## src/sv/rrla_pkg.sv

```systemverilog
`timescale 1ns / 1ps
// ----------------------------------------------------------------------------
// Ring resource lock arbiter package
// Field widths, request and outcome codes, controller states and the
// command and status structures shared by the controller and the datapath.
// ----------------------------------------------------------------------------
package rrla_pkg;

	localparam int unsigned FUNC_W    = 2;
	localparam int unsigned ID_W      = 5;
	localparam int unsigned OUTCOME_W = 3;
	localparam int unsigned RES_W     = 4;
	localparam int unsigned CFG_W     = 5;

	// Largest ring that the block supports; the field widths are sized for it.
	localparam int unsigned MAX_CLIENTS = 16;

	// Request codes carried by the func field.
	localparam logic [FUNC_W-1:0] FUNC_REQ_LEFT  = 2'd0;
	localparam logic [FUNC_W-1:0] FUNC_REQ_RIGHT = 2'd1;
	localparam logic [FUNC_W-1:0] FUNC_RELEASE   = 2'd2;
	localparam logic [FUNC_W-1:0] FUNC_UNUSED    = 2'd3;

	// Client count after reset.
	localparam logic [CFG_W-1:0] NUM_CLIENTS_RST = 5'd16;

	typedef enum logic [OUTCOME_W-1:0] {
		OUT_GRANTED      = 3'd0,
		OUT_QUEUED       = 3'd1,
		OUT_RELEASED     = 3'd2,
		OUT_BAD_ID       = 3'd3,
		OUT_WAIT_GRANT   = 3'd4
	} outcome_t;

	typedef struct packed {
		outcome_t          outcome;
		logic [ID_W-1:0]   grant_client;
		logic              grant_side;
		logic [RES_W-1:0]  resource_index;
		logic              last;
	} result_t;

	typedef enum logic [1:0] {
		ST_IDLE,
		ST_HEAD,
		ST_SCAN,
		ST_FLUSH
	} ctl_state_t;

	// Commands from the controller to the datapath.
	typedef struct packed {
		logic latch;      // capture the incoming item
		logic head;       // answer the item itself
		logic scan_step;  // examine one client of the wait scan
		logic flush;      // hand over the held result as the final one
	} ctl_cmd_t;

	// Status from the datapath to the controller.
	typedef struct packed {
		logic scan_hit;   // the client under scan gets a waiting grant
		logic scan_last;  // the client under scan is the last in the ring
		logic out_free;   // the output register can take a result this cycle
	} dp_status_t;

endpackage

```

## src/sv/rrla_ifs.sv

```systemverilog
`timescale 1ns / 1ps
// ----------------------------------------------------------------------------
// Ring resource lock arbiter channel interfaces
// Request, result and configuration channels, each a valid/ready transfer.
// ----------------------------------------------------------------------------
interface rrla_req_if;
	logic                        valid;
	logic                        ready;
	logic [rrla_pkg::FUNC_W-1:0] func;
	logic [rrla_pkg::ID_W-1:0]   client_id;

	modport source (output valid, func, client_id, input ready);
	modport sink   (input valid, func, client_id, output ready);
endinterface

interface rrla_rsp_if;
	logic                           valid;
	logic                           ready;
	logic [rrla_pkg::OUTCOME_W-1:0] outcome;
	logic [rrla_pkg::ID_W-1:0]      grant_client;
	logic                           grant_side;
	logic [rrla_pkg::RES_W-1:0]     resource_index;
	logic                           last;

	modport source (output valid, outcome, grant_client, grant_side, resource_index, last,
		input ready);
	modport sink   (input valid, outcome, grant_client, grant_side, resource_index, last,
		output ready);
endinterface

interface rrla_cfg_if;
	logic                       valid;
	logic                       ready;
	logic [rrla_pkg::CFG_W-1:0] data;

	modport source (output valid, data, input ready);
	modport sink   (input valid, data, output ready);
endinterface

```

## src/sv/rrla_ctrl.sv

```systemverilog
`timescale 1ns / 1ps
// ----------------------------------------------------------------------------
// Ring resource lock arbiter controller
// Sequences one item: capture, answer, wait scan over the ring, final flush.
// ----------------------------------------------------------------------------
module rrla_ctrl (
	input  logic                 clk,
	input  logic                 arst_n,
	input  logic                 req_valid,
	output logic                 req_ready,
	input  rrla_pkg::dp_status_t status,
	output rrla_pkg::ctl_cmd_t   cmd
);

	rrla_pkg::ctl_state_t state_q;
	rrla_pkg::ctl_state_t state_nxt;

	always_ff @(posedge clk or negedge arst_n) begin
		if (!arst_n) begin
			state_q <= rrla_pkg::ST_IDLE;
		end else begin
			state_q <= state_nxt;
		end
	end

	always_comb begin
		state_nxt = state_q;
		case (state_q)
			rrla_pkg::ST_IDLE: begin
				if (req_valid) state_nxt = rrla_pkg::ST_HEAD;
			end
			rrla_pkg::ST_HEAD: begin
				state_nxt = rrla_pkg::ST_SCAN;
			end
			rrla_pkg::ST_SCAN: begin
				if ((!status.scan_hit || status.out_free) && status.scan_last)
					state_nxt = rrla_pkg::ST_FLUSH;
			end
			rrla_pkg::ST_FLUSH: begin
				if (status.out_free) state_nxt = rrla_pkg::ST_IDLE;
			end
			default: begin
				state_nxt = rrla_pkg::ST_IDLE;
			end
		endcase
	end

	always_comb begin
		req_ready     = 1'b0;
		cmd           = '0;
		case (state_q)
			rrla_pkg::ST_IDLE: begin
				req_ready = 1'b1;
				cmd.latch = req_valid;
			end
			rrla_pkg::ST_HEAD: begin
				cmd.head = 1'b1;
			end
			rrla_pkg::ST_SCAN: begin
				// A grant must wait until the held result can move on.
				cmd.scan_step = !status.scan_hit || status.out_free;
			end
			rrla_pkg::ST_FLUSH: begin
				cmd.flush = status.out_free;
			end
			default: begin
				req_ready = 1'b0;
			end
		endcase
	end

endmodule

```

## src/sv/rrla_dp.sv

```systemverilog
`timescale 1ns / 1ps
// ----------------------------------------------------------------------------
// Ring resource lock arbiter datapath
// Resource and wait state, item answer, held result, output register and a
// wait scan of one client per cycle, paused at a grant while output is full.
// ----------------------------------------------------------------------------
module rrla_dp (
	input  logic                          clk,
	input  logic                          arst_n,
	input  rrla_pkg::ctl_cmd_t            cmd,
	output rrla_pkg::dp_status_t          status,
	input  logic [rrla_pkg::FUNC_W-1:0]   item_func,
	input  logic [rrla_pkg::ID_W-1:0]     item_client_id,
	input  logic                          cfg_valid,
	input  logic [rrla_pkg::CFG_W-1:0]    cfg_data,
	output logic                          rsp_valid,
	input  logic                          rsp_ready,
	output rrla_pkg::result_t             rsp_data
);

	localparam int unsigned NC = rrla_pkg::MAX_CLIENTS;
	localparam int unsigned IW = $clog2(NC);
	localparam int unsigned CW = $clog2(NC + 1);
	localparam int unsigned DW = rrla_pkg::ID_W;
	localparam int unsigned RW = rrla_pkg::RES_W;
	localparam logic [NC-1:0] BIT0 = NC'(1);

	logic [rrla_pkg::CFG_W-1:0]  num_clients_q;
	logic [rrla_pkg::FUNC_W-1:0] func_q;
	logic [rrla_pkg::ID_W-1:0]   id_q;
	logic [NC-1:0]               free_q;
	logic [NC-1:0]               wait_left_q;
	logic [NC-1:0]               wait_right_q;
	logic [IW-1:0]               idx_q;
	rrla_pkg::result_t           pend_q;
	rrla_pkg::result_t           out_q;
	logic                        out_valid_q;

	logic [CW-1:0] n_eff;
	logic [CW-1:0] p_id;
	logic [IW-1:0] id_left;
	logic [IW-1:0] id_right;
	logic [IW-1:0] id_slot;
	logic [IW-1:0] id_res;
	logic [NC-1:0] release_mask;
	logic          item_ok;
	logic          is_req;
	logic [CW-1:0] p_scan;
	logic [IW-1:0] scan_left;
	logic [IW-1:0] scan_right;
	logic          hit_right;
	logic          hit_left;
	logic          out_free;
	logic          push;
	rrla_pkg::result_t head_res;
	rrla_pkg::result_t scan_res;
	rrla_pkg::result_t push_res;

	// Effective ring size, the register clamped to the supported range.
	always_comb begin
		if (num_clients_q < 5'd2) begin
			n_eff = CW'(2);
		end else if (32'(num_clients_q) > NC) begin
			n_eff = CW'(NC);
		end else begin
			n_eff = CW'(num_clients_q);
		end
	end

	// Resources of the captured client.
	always_comb begin
		item_ok = (id_q != '0) && (32'(id_q) <= 32'(n_eff))
			&& (func_q != rrla_pkg::FUNC_UNUSED);
		p_id     = CW'(id_q);
		id_slot  = IW'(id_q - 5'd1);
		id_left  = (p_id < n_eff) ? IW'(p_id) : IW'(n_eff - CW'(1));
		id_right = (p_id < n_eff) ? IW'(p_id - CW'(1)) : '0;
		is_req   = (func_q == rrla_pkg::FUNC_REQ_LEFT)
			|| (func_q == rrla_pkg::FUNC_REQ_RIGHT);
		id_res   = (func_q == rrla_pkg::FUNC_REQ_RIGHT) ? id_right : id_left;
		release_mask = (BIT0 << id_left) | (BIT0 << id_right);
	end

	always_comb begin
		head_res                = '0;
		head_res.grant_client   = id_q;
		if (!item_ok) begin
			head_res.outcome = rrla_pkg::OUT_BAD_ID;
		end else if (is_req) begin
			head_res.outcome        = free_q[id_res] ? rrla_pkg::OUT_GRANTED
				: rrla_pkg::OUT_QUEUED;
			head_res.grant_side     = func_q[0];
			head_res.resource_index = RW'(id_res);
		end else begin
			head_res.outcome = rrla_pkg::OUT_RELEASED;
		end
	end

	// Client under scan: right side is tried before left.
	always_comb begin
		p_scan     = CW'(idx_q) + CW'(1);
		scan_right = (p_scan < n_eff) ? idx_q : '0;
		scan_left  = (p_scan < n_eff) ? IW'(p_scan) : IW'(n_eff - CW'(1));
		hit_right  = wait_right_q[idx_q] && free_q[scan_right];
		hit_left   = wait_left_q[idx_q] && free_q[scan_left];
		scan_res                = '0;
		scan_res.outcome        = rrla_pkg::OUT_WAIT_GRANT;
		scan_res.grant_client   = DW'(p_scan);
		scan_res.grant_side     = hit_right;
		scan_res.resource_index = RW'(hit_right ? scan_right : scan_left);
	end

	assign out_free = !out_valid_q || rsp_ready;

	always_comb begin
		status.scan_hit  = hit_right || hit_left;
		status.scan_last = (idx_q == IW'(n_eff - CW'(1)));
		status.out_free  = out_free;
	end

	// The held result moves to the output register when a further result
	// follows it or when it is the final one.
	always_comb begin
		push          = (cmd.scan_step && status.scan_hit) || cmd.flush;
		push_res      = pend_q;
		push_res.last = cmd.flush;
	end

	always_ff @(posedge clk or negedge arst_n) begin
		if (!arst_n) begin
			num_clients_q <= rrla_pkg::NUM_CLIENTS_RST;
			free_q        <= '1;
			wait_left_q   <= '0;
			wait_right_q  <= '0;
			idx_q         <= '0;
			out_valid_q   <= 1'b0;
		end else begin
			if (cfg_valid) num_clients_q <= cfg_data;
			if (cmd.head) begin
				idx_q <= '0;
				if (item_ok) begin
					if (is_req) begin
						if (free_q[id_res]) begin
							free_q[id_res] <= 1'b0;
						end else if (func_q == rrla_pkg::FUNC_REQ_RIGHT) begin
							wait_right_q[id_slot] <= 1'b1;
						end else begin
							wait_left_q[id_slot] <= 1'b1;
						end
					end else begin
						free_q <= free_q | release_mask;
					end
				end
			end
			if (cmd.scan_step) begin
				idx_q <= idx_q + IW'(1);
				if (hit_right) begin
					free_q[scan_right]  <= 1'b0;
					wait_right_q[idx_q] <= 1'b0;
				end else if (hit_left) begin
					free_q[scan_left]  <= 1'b0;
					wait_left_q[idx_q] <= 1'b0;
				end
			end
			if (push) begin
				out_valid_q <= 1'b1;
			end else if (rsp_ready) begin
				out_valid_q <= 1'b0;
			end
		end
	end

	always_ff @(posedge clk) begin
		if (cmd.latch) begin
			func_q <= item_func;
			id_q   <= item_client_id;
		end
		if (cmd.head) pend_q <= head_res;
		if (cmd.scan_step && status.scan_hit) pend_q <= scan_res;
		if (push) out_q <= push_res;
	end

	assign rsp_valid = out_valid_q;
	assign rsp_data  = out_q;

	a_push_into_free_slot: assert property (@(posedge clk) disable iff (!arst_n)
		((cmd.scan_step && status.scan_hit) || cmd.flush) |-> out_free)
		else $error("result pushed over one not yet taken");

	a_scan_in_ring: assert property (@(posedge clk) disable iff (!arst_n)
		cmd.scan_step |-> (32'(idx_q) < 32'(n_eff)))
		else $error("wait scan beyond the ring");

	a_flush_marks_last: assert property (@(posedge clk) disable iff (!arst_n)
		cmd.flush |=> (out_valid_q && out_q.last))
		else $error("final result not presented with last set");

	a_bad_item_keeps_state: assert property (@(posedge clk) disable iff (!arst_n)
		(cmd.head && !item_ok) |=> ($stable(free_q) && $stable(wait_left_q)
			&& $stable(wait_right_q)))
		else $error("rejected item changed the lock state");

endmodule

```

## src/sv/ring_resource_lock_arbiter.sv

```systemverilog
`timescale 1ns / 1ps
// ----------------------------------------------------------------------------
// Ring resource lock arbiter
// Grants the shared resources of a ring to clients that lock and release them.
// ----------------------------------------------------------------------------
// Usage. Clients 1..N share a ring of N resources; client p < N uses left
// resource p and right resource p-1, client N uses left N-1 and right 0.
// Each transfer on req carries a function code (request left, request right,
// release both) and the one-based client number. The block answers on rsp
// with one result for the item itself, then one result per waiting client
// that the following scan of the ring serves; last marks the final result of
// the item. The cfg channel writes the client count and is always ready; it
// is for the user to write only while the block is idle; nothing enforces it.
// Timing. An item is taken in the idle state and answered in the head state
// that follows; the wait scan then visits one client per cycle while the
// receiver does not stall, and this scan over the clients sets how long an
// item occupies the block. The answer to the item is held until the scan
// finds the next grant or ends, and only then moves to the output register.
// Reset leaves every resource free, no client waiting and the count at
// sixteen. When the receiver stalls, the result in the output register is
// held and the scan pauses at the next grant until that result is taken.
// ----------------------------------------------------------------------------
module ring_resource_lock_arbiter (
	input logic       clk,
	input logic       arst_n,
	rrla_req_if.sink  req,
	rrla_rsp_if.source rsp,
	rrla_cfg_if.sink  cfg
);

	// Command and status between the sequencer and the datapath.
	rrla_pkg::ctl_cmd_t   cmd;
	rrla_pkg::dp_status_t status;
	rrla_pkg::result_t    rsp_data;

	// The count register takes a write in every cycle it is offered.
	assign cfg.ready = 1'b1;

	rrla_ctrl u_ctrl (
		.clk       (clk),
		.arst_n    (arst_n),
		.req_valid (req.valid),
		.req_ready (req.ready),
		.status    (status),
		.cmd       (cmd)
	);

	rrla_dp u_dp (
		.clk            (clk),
		.arst_n         (arst_n),
		.cmd            (cmd),
		.status         (status),
		.item_func      (req.func),
		.item_client_id (req.client_id),
		.cfg_valid      (cfg.valid),
		.cfg_data       (cfg.data),
		.rsp_valid      (rsp.valid),
		.rsp_ready      (rsp.ready),
		.rsp_data       (rsp_data)
	);

	// Unpack the result register onto the result channel.
	assign rsp.outcome        = rsp_data.outcome;
	assign rsp.grant_client   = rsp_data.grant_client;
	assign rsp.grant_side     = rsp_data.grant_side;
	assign rsp.resource_index = rsp_data.resource_index;
	assign rsp.last           = rsp_data.last;

endmodule
```

## src/flat_wrapper.sv

```systemverilog
// flat-port wrapper written by rule: the top's interface ports become plain ports
module ring_resource_lock_arbiter_flat 
  (clk, arst_n, req_valid, req_func, req_client_id, req_ready, rsp_valid, rsp_outcome, rsp_grant_client, rsp_grant_side, rsp_resource_index, rsp_last, rsp_ready, cfg_valid, cfg_data, cfg_ready);
  rrla_req_if req_i ();
  rrla_rsp_if rsp_i ();
  rrla_cfg_if cfg_i ();
  input logic clk;
  input logic arst_n;
  input wire logic [$bits(req_i.valid)-1:0] req_valid;
  input wire logic [$bits(req_i.func)-1:0] req_func;
  input wire logic [$bits(req_i.client_id)-1:0] req_client_id;
  output wire logic [$bits(req_i.ready)-1:0] req_ready;
  output wire logic [$bits(rsp_i.valid)-1:0] rsp_valid;
  output wire logic [$bits(rsp_i.outcome)-1:0] rsp_outcome;
  output wire logic [$bits(rsp_i.grant_client)-1:0] rsp_grant_client;
  output wire logic [$bits(rsp_i.grant_side)-1:0] rsp_grant_side;
  output wire logic [$bits(rsp_i.resource_index)-1:0] rsp_resource_index;
  output wire logic [$bits(rsp_i.last)-1:0] rsp_last;
  input wire logic [$bits(rsp_i.ready)-1:0] rsp_ready;
  input wire logic [$bits(cfg_i.valid)-1:0] cfg_valid;
  input wire logic [$bits(cfg_i.data)-1:0] cfg_data;
  output wire logic [$bits(cfg_i.ready)-1:0] cfg_ready;
  assign req_i.valid = req_valid;
  assign req_i.func = req_func;
  assign req_i.client_id = req_client_id;
  assign req_ready = req_i.ready;
  assign rsp_valid = rsp_i.valid;
  assign rsp_outcome = rsp_i.outcome;
  assign rsp_grant_client = rsp_i.grant_client;
  assign rsp_grant_side = rsp_i.grant_side;
  assign rsp_resource_index = rsp_i.resource_index;
  assign rsp_last = rsp_i.last;
  assign rsp_i.ready = rsp_ready;
  assign cfg_i.valid = cfg_valid;
  assign cfg_i.data = cfg_data;
  assign cfg_ready = cfg_i.ready;
  ring_resource_lock_arbiter u_core (.clk(clk), .arst_n(arst_n), .req(req_i), .rsp(rsp_i), .cfg(cfg_i));
endmodule
```

## config.mk

```make
export PLATFORM = sky130hd
export DESIGN_NAME = ring_resource_lock_arbiter_flat
export DESIGN_NICKNAME = d
export VERILOG_FILES = /design/src/sv/rrla_pkg.sv /design/src/sv/rrla_ifs.sv /design/src/sv/rrla_ctrl.sv /design/src/sv/rrla_dp.sv /design/src/sv/ring_resource_lock_arbiter.sv /design/src/flat_wrapper.sv
export SDC_FILE = /design/constraint.sdc
export NUM_CORES = 1
export LEC_CHECK = 0
export ABC_AREA = 1
export BUFFER_PORTS_ARGS = -buffer_cell sky130_fd_sc_hd__buf_2
export CAP_MARGIN = 20
export CORE_MARGIN = 8
export CORE_UTILIZATION = 30
export DETAILED_ROUTE_END_ITERATION = 10
export GPL_ROUTABILITY_DRIVEN = 1
export GPL_TIMING_DRIVEN = 0
export PLACE_DENSITY = 0.53
export SKIP_CTS_REPAIR_TIMING = 1
export SYNTH_ARGS = -nofsm -noshare
export SYNTH_HDL_FRONTEND = slang
export SYNTH_SLANG_ARGS = --single-unit
```

## constraint.sdc

```tcl
create_clock -name clk -period 7.8 [get_ports clk]
set_input_delay 0.78 -clock clk [delete_from_list [all_inputs] [get_ports clk]]
set_output_delay 0.78 -clock clk [all_outputs]
set_load 0.02 [all_outputs]
```

==> results.md <==
- Antenna diode count: 0
- Syn Area/Cell: 6.600 um^2
- Remaining DRCs: 0
- CP peak stage delay: 0.43 ns
- Most frequent cells in the layout: 311 x nand2_1, 152 x inv_1, 131 x nor2_1, 127 x nand3_1, 43 x dfrtp_1
- Worst-case clock skew: 0.01142 ns
- Vias: 7057
- P_int: around 1500 uW
- Placed Cells: 1419
- RSZ-0062 raised after global routing: no
- Maximum VDD drop: between 0.0001 and 0.00015 V
- R2R setup slack: 2.90 ns
- Worst-Margin Slew: 0.8605 ns
- H-tree levels: 3
- Crit path DAT: 4.97 ns
- Max-slew violations: 0
- RD Place Congestion: roughly 0.9
- Die Y: 169.3 um
- Pin count of the biggest net entering global routing: 61
- Antenna violations before repair: 0
- Critical Path RT: 7.86 ns
- Mapped Nets: 1109
- Setup CP Type: reg2reg
- Hold Crit Start: u_core.u_dp.pend_q[8]$_DFFE_PP_
- RR Startpoint: u_core.u_dp.idx_q[0]$_DFFE_PN0P_
- Core ar.: 0.02326 mm^2
- Worst hold path depth: 0
- Leading cell type in the layout, fill and taps excluded: nand2_1
- Inserted Clock Buffers: 9
- Synth cell types: 48
- CP Max Fanout: 11
- Synthesized instance count: 1068
- Vias in the first global route: around 6800
- CP Capture Type: flip-flop
- Drt pass-1 iters: 5
- Rel. slew slack: 0.4263
- Post-Syn Area: between 0.007 and 0.008 mm^2
- Die area: around 0.029 mm^2
- Status: completed
- Clk sinks: 94
- 1st-iter DRT viols: between 700 and 800
- GR Util All Layers: 0.1754
- Yosys warns: 0
- Worst-case reg-to-reg path depth: 24
- Setup violators final: 0
- Cell mode on critical path: nand2_1
- Final period utilization: 0.6285
- Clock Tree Root: clkbuf_16
- Sequential share of power: 0.265
- Final WL: 24790 um
- Sequential fraction of the synthesis area: 0.3566
- Max Freq: 204.0 MHz
- I/O pins: 34
- Sw Ratio: 0.5292
- Max stage delay cell, worst path: dfrtp_1
- Crit-path cells: buf_2 > inv_1 > buf_2 > ha_1 > ha_1 > nand2_1 > nand2_1 > nand2_2 > nand2_2 > buf_6 > o21ai_2 > inv_2 > nand2_1 > nand2_1 > nand2_1 > nand2_1 > nor2_1 > nand2_2 > nand2_2 > buf_4 > nand2_1 > buf_4 > o21ai_1 > buf_4
- Post-DP HPWL: 19360 um
- Die width: 169.3 um
- Share of layout cells above drive strength 1: 0.1138
- Tot Pwr: 3096 uW
- Clock Latency Late Sink: 0.37 ns
- Leakage Power: 0.003850 uW
- Num rows: 56
- Final ANT Viol Nets: 0
- Fin. Hold Viols: 0
- Clk pin slew, worst setup/hold paths: 0.08 ns
- Worst Hold Endpoint: u_core.u_dp.rsp_data[8]$_DFFE_PP_
- Pwr dens: 392.0 mW/mm^2
- Sw Pwr: 1638 uW
- Synth-to-layout area growth: 12.03%
- CTS tree: built
- Comb power frac: 0.594
- Post-Layout Cell Count: 1435
- HP Class: reg2reg
- Vias per cell: 4.918
- Seq cells post-synth: 94
- Final #Nets: 1152
- Clock share of power: 0.141
- # Max-Cap Violations: 0
- Setup TNS: 0 ns
- Tmin final: 4.902 ns
- Wire per inst: 17.27 um
- RR Endpoint: u_core.u_dp.rsp_data[1]$_DFFE_PP_
- Initial Utilization: 0.3030
- Grt total ovfl: 0
- Type of origin of the critical path: flip-flop
- First-pass GRT wire length: 38610 um
- Clk buf depth: 2
- # port buffers: 31
power by group through the flow:
stage          logic [uW]  registers, uW  clock network [uW]
2_1_floorplan        1230            846                   0
6_report             1840            819                 437
5_1_grt              2040            838                 466
4_1_cts              1820            818                 451
3_3_place_gp         1810            828                   0
3_5_place_dp         1810            826                   0
per-stage QoR:
stage	worst slack [ns]	instance area [um^2]	utilization	hold slack [ns]
2_1_floorplan	3.811	7049	-	0.4000
6_report	2.898	7898	0.3395	0.4166
3_5_place_dp	2.928	7614	0.3273	0.4045
4_1_cts	2.906	7898	0.3395	0.4160
3_3_place_gp	2.633	7604	0.3269	0.4019
5_1_grt	2.522	7898	0.3395	0.4226
Yosys cell counts, drive strengths merged:
| cell | instances | area share |
|---|---|---|
| inv | 160 | 0.085 |
| clkbuf | 12 | 0.0066 |
| a21boi | 1 | 0.0011 |
| xnor2 | 1 | 0.0012 |
| dfstp | 17 | 0.063 |
| clkinv | 1 | 0.00053 |
| nor2 | 137 | 0.076 |
| a32oi | 2 | 0.0025 |
| dfxtp | 3 | 0.0085 |
| a211oi | 1 | 0.0011 |
| nand2 | 321 | 0.18 |
| nor4 | 2 | 0.0018 |
| or2 | 2 | 0.0018 |
| o221ai | 1 | 0.0012 |
| buf | 24 | 0.022 |
| o21bai | 2 | 0.0021 |
| o21ai | 47 | 0.035 |
| conb | 1 | 0.00053 |
| o22ai | 17 | 0.015 |
| nand3 | 129 | 0.094 |
| and2 | 1 | 0.00089 |
| nand3b | 1 | 0.0011 |
| dfrtp | 43 | 0.15 |
| mux2 | 3 | 0.0048 |
| a21oi | 34 | 0.027 |
| edfxtp | 31 | 0.13 |
| ha | 24 | 0.043 |
| o21a | 1 | 0.0011 |
| nand4 | 22 | 0.020 |
| xor2 | 4 | 0.0050 |
| nor3 | 23 | 0.016 |
metal layers:
| metal | vias to the layer above | global-route usage | part of all wire |
|---|---|---|---|
| met4 | 0 | 0.06118 | 0.025 |
| li1 | 3499 | - | - |
| met5 | - | 0 | 0 |
| met3 | 39 | 0.02675 | 0.057 |
| met2 | 233 | 0.2804 | 0.46 |
| met1 | 3286 | 0.2374 | 0.46 |
registers in the layout, indices dropped and copies added, names as in the netlist:
name and count:
u_core.u_dp.free_q 16, u_core.u_dp.wait_left_q 16, u_core.u_dp.wait_right_q 16, u_core.u_dp.rsp_data 14, u_core.u_dp.pend_q 13, u_core.u_dp.id_q 5
u_core.u_dp.num_clients_q 5, u_core.u_dp.idx_q 4, u_core.u_ctrl.state_q 2, u_core.u_dp.func_q 2, u_core.u_dp.rsp_valid 1
how the worst max path moves through the flow:
stage	from	endpoint	slack (ns)	cells past startpoint
5_1_grt	u_core.u_dp.idx_q[0]$_DFFE_PN0P_	u_core.u_dp.rsp_data[1]$_DFFE_PP_	2.52	24
2_1_floorplan	u_core.u_dp.idx_q[0]$_DFFE_PN0P_	u_core.u_dp.rsp_data[0]$_DFFE_PP_	3.81	23
6_report	u_core.u_dp.idx_q[0]$_DFFE_PN0P_	u_core.u_dp.rsp_data[1]$_DFFE_PP_	2.90	24
3_3_place_gp	u_core.u_dp.idx_q[0]$_DFFE_PN0P_	u_core.u_dp.rsp_data[1]$_DFFE_PP_	2.63	23
3_5_place_dp	u_core.u_dp.idx_q[0]$_DFFE_PN0P_	u_core.u_dp.rsp_data[5]$_DFFE_PP_	2.93	24
4_1_cts	u_core.u_dp.idx_q[0]$_DFFE_PN0P_	u_core.u_dp.rsp_data[1]$_DFFE_PP_	2.91	24
layout make-up:
class | count | area, um^2
Fill cell | 2632 | 15360
Inverter | 161 | 604.3
Timing Repair Buffer | 32 | 165.2
Sequential cell | 94 | 2514
Clock buffer | 9 | 225.2
Tap cell | 319 | 399.1
Buffer | 36 | 200.2
Clock inverter | 7 | 58.81
Multi-Input combinational cell | 777 | 3731
critical path, delay by kind of cell, from the launching register on:
family | cells | cell delay [ns]
buf+inv | 8 | 1.83
simple gates | 12 | 1.17
fa+ha+maj | 2 | 0.60
compound gates | 2 | 0.57
flops | 1 | 0.43
cell families after synthesis:
logic type      Yosys count  synth area share
other cells               1         0.0005320
compound gates          106           0.08644
xor+xnor                  5          0.006212
fa+ha+maj                24           0.04260
mux                       3          0.004792
simple gates            638            0.3887
buf+inv                 197            0.1141
flops                    94            0.3566
Power figures use the tool's default switching activity.
